<file path="src/ddo_pkg.sv">
// shared types, constants and tables of the differential-drive odometry block
// no dependencies
package ddo_pkg;

  localparam int NUM_WHEELS   = 4;
  localparam int WHEEL_W      = $clog2(NUM_WHEELS);
  localparam int CORDIC_STEPS = 16;
  localparam int ANGLE_BITS   = 16;
  localparam int ATAN_DEPTH   = 24;
  localparam int ATAN_IW      = $clog2(ATAN_DEPTH);
  localparam int CW           = 38;
  localparam int ZW           = 34;
  localparam int MW           = 34;
  localparam int PW           = 2 * MW;
  localparam int QUEUE_DEPTH  = 2;
  localparam int QPTR_W       = $clog2(QUEUE_DEPTH);
  localparam int QCNT_W       = $clog2(QUEUE_DEPTH + 1);
  localparam int IN_DATA_W    = 104;
  localparam int OUT_DATA_W   = 176;

  localparam logic [31:0] RPM_SCALE_RST = 32'd34182364;
  localparam logic [23:0] INV_TRACK_RST = 24'd218453;
  localparam logic signed [CW-1:0] CORDIC_K = 38'sd652032874;
  localparam logic [32:0] YAW_RND = 33'd1 << (31 - ANGLE_BITS);

  localparam logic REG_RPM_SCALE = 1'b0;
  localparam logic REG_INV_TRACK = 1'b1;

  localparam logic [31:0] ATAN_TAB [ATAN_DEPTH] = '{
    32'h20000000, 32'h12E4051E, 32'h09FB385B, 32'h051111D4, 32'h028B0D43, 32'h0145D7E1,
    32'h00A2F61E, 32'h00517C55, 32'h0028BE53, 32'h00145F2F, 32'h000A2F98, 32'h000517CC,
    32'h00028BE6, 32'h000145F3, 32'h0000A2F9, 32'h0000517C, 32'h000028BE, 32'h0000145F,
    32'h00000A2F, 32'h00000517, 32'h0000028B, 32'h00000145, 32'h000000A2, 32'h00000051
  };

  typedef enum logic [1:0] {
    KIND_ENC  = 2'd0,
    KIND_RPM  = 2'd1,
    KIND_IMU  = 2'd2,
    KIND_TICK = 2'd3
  } kind_e;

  typedef enum logic [3:0] {
    ST_IDLE, ST_QMUL, ST_QPRE, ST_QCOR, ST_ENC, ST_ECOR, ST_PX, ST_AX, ST_AY,
    ST_RPM, ST_R1, ST_R2, ST_R3, ST_R4, ST_R5, ST_HCOR
  } st_e;

  typedef struct packed {
    kind_e                kind;
    logic [WHEEL_W-1:0]   wheel;
    logic signed [31:0]   sample;
    logic signed [15:0]   qw;
    logic signed [15:0]   qx;
    logic signed [15:0]   qy;
    logic signed [15:0]   qz;
  } item_t;

  typedef struct packed {
    logic                 start;
    logic                 vec;
    logic signed [CW-1:0] x;
    logic signed [CW-1:0] y;
    logic signed [ZW-1:0] z;
  } cordic_req_t;

  typedef struct packed {
    logic                 done;
    logic signed [CW-1:0] x;
    logic signed [CW-1:0] y;
    logic signed [ZW-1:0] z;
  } cordic_rsp_t;

endpackage

</file>
<file path="src/ddo_front.sv">
// input side: accepts stream transactions, classifies them and queues them
// depends on ddo_pkg
module ddo_front (
  input  logic                          clk_i,
  input  logic                          rst_ni,
  input  logic                          s_axis_tvalid,
  output logic                          s_axis_tready,
  // wheel, sample, quat_w, quat_x, quat_y, quat_z, zero fill
  input  logic [ddo_pkg::IN_DATA_W-1:0] s_axis_tdata,
  // action
  input  logic [1:0]                    s_axis_tuser,
  output logic                          item_valid_o,
  output ddo_pkg::item_t                item_o,
  input  logic                          item_ready_i
);
  import ddo_pkg::*;

  item_t               q_mem [QUEUE_DEPTH];
  item_t               in_item;
  logic [QPTR_W-1:0]   wr_ptr_q, rd_ptr_q;
  logic [QCNT_W-1:0]   cnt_q;
  logic                push, pop;

  always_comb begin
    in_item.kind   = kind_e'(s_axis_tuser);
    in_item.wheel  = s_axis_tdata[1:0];
    in_item.sample = s_axis_tdata[33:2];
    in_item.qw     = s_axis_tdata[49:34];
    in_item.qx     = s_axis_tdata[65:50];
    in_item.qy     = s_axis_tdata[81:66];
    in_item.qz     = s_axis_tdata[97:82];
  end

  assign s_axis_tready = (cnt_q != QCNT_W'(QUEUE_DEPTH));
  assign push          = s_axis_tvalid && s_axis_tready;
  assign item_valid_o  = (cnt_q != '0);
  assign pop           = item_valid_o && item_ready_i;
  assign item_o        = q_mem[rd_ptr_q];

  always_ff @(posedge clk_i or negedge rst_ni) begin
    if (!rst_ni) begin
      wr_ptr_q <= '0;
      rd_ptr_q <= '0;
      cnt_q    <= '0;
    end else begin
      if (push) wr_ptr_q <= wr_ptr_q + 1'b1;
      if (pop) rd_ptr_q <= rd_ptr_q + 1'b1;
      if (push && !pop) cnt_q <= cnt_q + 1'b1;
      else if (pop && !push) cnt_q <= cnt_q - 1'b1;
    end
  end

  always_ff @(posedge clk_i) begin
    if (push) q_mem[wr_ptr_q] <= in_item;
  end

endmodule

</file>
<file path="config.mk">
export PLATFORM = sky130hd
export DESIGN_NAME = ddo_front
export DESIGN_NICKNAME = d
export VERILOG_FILES = /design/src/ddo_pkg.sv /design/src/ddo_front.sv
export SDC_FILE = /design/constraint.sdc
export NUM_CORES = 1
export LEC_CHECK = 0
export BUFFER_PORTS_ARGS = -buffer_cell sky130_fd_sc_hd__buf_2
export CELL_PAD_IN_SITES_DETAIL_PLACEMENT = 1
export CELL_PAD_IN_SITES_GLOBAL_PLACEMENT = 2
export CORE_AREA = 3 3 154 156
export CTS_CLUSTER_SIZE = 8
export DETAILED_ROUTE_END_ITERATION = 6
export DIE_AREA = 0 0 157 159
export PLACE_DENSITY_LB_ADDON = 0.25
export SYNTH_ARGS = -nofsm -noshare
export SYNTH_HDL_FRONTEND = slang
export SYNTH_SLANG_ARGS = --single-unit
</file>
<file path="constraint.sdc">
create_clock -name clk_i -period 5.4 [get_ports clk_i]
set_clock_uncertainty 0.05 [all_clocks]
set_input_delay 0.27 -clock clk_i [delete_from_list [all_inputs] [get_ports clk_i]]
set_output_delay 0.27 -clock clk_i [all_outputs]
set_load 0.005 [all_outputs]
</file>
==> impl_metrics.tcl <==
set metrics [dict create \
    ios 212 \
    setup_violations 0 \
    synth-seq-cells 204 \
    status "completed" \
    cp-start-kind "flip-flop" \
    slew_headroom_pct 42.9 \
    sw_frac_of_total_pct 26.4 \
    antenna_cells 0 \
    cts.sinks 204 \
    viasPerCell 4.40 \
    critPathArrivalTime_ns 2.64 \
    syn_inst 329 \
    synth.avg_cell_area_um2 23.9 \
    ctsHoldBuffers 102 \
    fillCellCount 2141 \
    hp-class "in2async" \
    period_minus_slack_ns 2.96 \
    dr.pass1.iters 4 \
    grt_usage_pct 12.6 \
    period_share_pct 54.8 \
    vias 4209 \
    area_delta_synth_final_pct 38.6 \
    layout.nets 772 \
    p_comb_share_pct 28.4 \
    intPower_mw 4.02 \
    final_area_um2 10900 \
    dieHeight_um 159 \
    power_density_nw_per_um2 502 \
    yosysUniqueCellTypes 16 \
    layout-drive-gt1-share_pct 51.0 \
    fp.dieW_um 157 \
    place_hpwl_um 10100 \
    die-area_um2 25000 \
    cts_tree "yes" \
    grt_max_degree 60 \
    drt-wirelength-per-cell_um 17.0 \
    drtIter0Drc 156 \
    synth.cell_area_um2 7860 \
    root_buffer "clkbuf_16" \
    power_leakage_nw 4.36 \
    maxCapViolCount 0 \
    post-place-ws_ns 2.89 \
    place.gp.congestion 0.724 \
    grt_pass1_vias 4789 \
    drcViolationCount 0 \
    max_freq_ghz 0.338 \
    htreeDepth 1 \
    tns_ns 0 \
    switching_power_mw 1.44 \
    clkTransAtPathRegs_ns 0.05 \
    rsz0062_at_grt "no" \
    syn-num-nets 440 \
    clockBufferDepth 3 \
    synth_top_area_share_pct 76.4 \
    drv_slew 0 \
    hold_viol 0 \
    required_ns 5.08 \
    insertion_delay_ns 0.51 \
    power_frac_clock_pct 28.5 \
    crit_fanout 45 \
    critPathKind "reg2out" \
    cts_inserted_buffers 29 \
    end_kind "primary output" \
    setup_slack_ns 2.44 \
    fin_hold_ws_ns 0.0595 \
    synth_top_area_cell "edfxtp_1" \
    start_util_pct 34.9 \
    p_seq_share_pct 43.1 \
    ctsResizeCount 0 \
    yosysSeqAreaShare_pct 77.7 \
    overflow 0 \
    synth_area_leaders "edfxtp_1 (76%), mux2_4 (17%), buf_12 (2.3%)" \
    synth_warnings 0 \
    max-vdd-ir-drop_uv 322 \
    grt_pass1_wl_um 25100 \
    port-buffer-count 205 \
    antenna_found_initial 0 \
    ant_nets 0 \
    totalWireLength_um 16300 \
    post_cts_buffers 0 \
    tightest_slew_ns 0.856 \
    placed_area_um2 9100 \
    core_um2 22500 \
    rows 55 \
]
[per-layer routing]
| metal | wire [um] | track usage [%] |
|---|---|---|
| met1 | 6780 | 14.9 |
| met2 | 8080 | 22.2 |
| met3 | 1160 | 3.53 |
| met4 | 274 | 3.34 |
| met5 | 0 | 0 |
[final cells by class]
cell class                 instances  area (um2)  share of cell area (%)
clock inverter                     1        3.75                  0.0345
sequential                       204        6110                    56.1
tap                              285         357                    3.27
multi-input combinational        113        1570                    14.4
timing repair buffer             312        2080                    19.1
clock buffer                      41         771                    7.07
inverter                           1        3.75                  0.0345
[state kept, by name (all words and copies together) (netlist names)]
| name | count |
|---|---|
| q_mem | 200 |
| cnt_q | 2 |
| rd_ptr_q | 1 |
| wr_ptr_q | 1 |
[cell usage in the layout, fill, tap and decap left out, drive strengths merged]
cell type,netlist,layout
edfxtp,200,200
nand2b,1,1
ha,1,1
dfrtp,4,4
clkinv,0,1
xnor2,3,3
mux2,100,100
nor2,2,2
buf,11,210
clkbuf,0,41
inv,1,1
or2,1,1
dlygate4sd3,0,102
xor2,2,2
nand2,2,2
and3,1,1
[cells by family after synthesis]
kind of cell	count (synthesis)	synth area share, %
flops	204	77.7
xor+xnor	5	0.557
simple gates	7	0.430
mux	100	18.6
fa+ha+maj	1	0.159
buf+inv	12	2.55
[synth_stat cells]
master / instances
nand2b_1: 1
dfrtp_1: 4
and3_1: 1
or2_2: 1
xor2_1: 2
mux2_4: 90
inv_1: 1
mux2_2: 10
nand2_1: 2
buf_12: 9
xnor2_1: 3
buf_6: 1
buf_2: 1
edfxtp_1: 200
ha_1: 1
nor2_1: 2
[path summary, 6_finish.rpt]
kind | startpoint | to | slack [ns] | depth (start not counted)
max | rd_ptr_q | item_o[96] | 2.44 | 3
min | rst_ni | rd_ptr_q | 0.06 | 2
max reg2reg | cnt_q[0] | q_mem[1][54] | 2.96 | 3
min reg2reg | cnt_q[1] | cnt_q[1] | 0.45 | 1
max in group asynchronous | rst_ni | rd_ptr_q | 5.10 | 2
min in group clk_i | s_axis_tvalid | wr_ptr_q | 0.09 | 3
[power by group through the flow]
stage	Clock, mW	Combinational [mW]	Sequential, mW
4_1_cts	1.62	1.60	2.37
3_5_place_dp	0	1.53	2.40
3_3_place_gp	0	1.52	2.37
5_1_grt	1.68	1.69	2.40
6_report	1.56	1.55	2.36
2_1_floorplan	0	1.16	2.30
[critical path: stages (launching register included)]
cell and delay (ns):
dfrtp_4 0.98, buf_4 0.61, mux2_4 0.35, buf_2 0.15
[per-stage QoR]
step | util [%] | instances | total power, mW
global route | 48.4 | 957 | 5.77
floorplan | - | 329 | 3.46
CTS | 48.4 | 957 | 5.59
finish | 48.4 | 957 | 5.47
global placement | 40.4 | 813 | 3.89
detailed placement | 40.4 | 813 | 3.93
No activity file was read; power rests on OpenSTA's default activity.
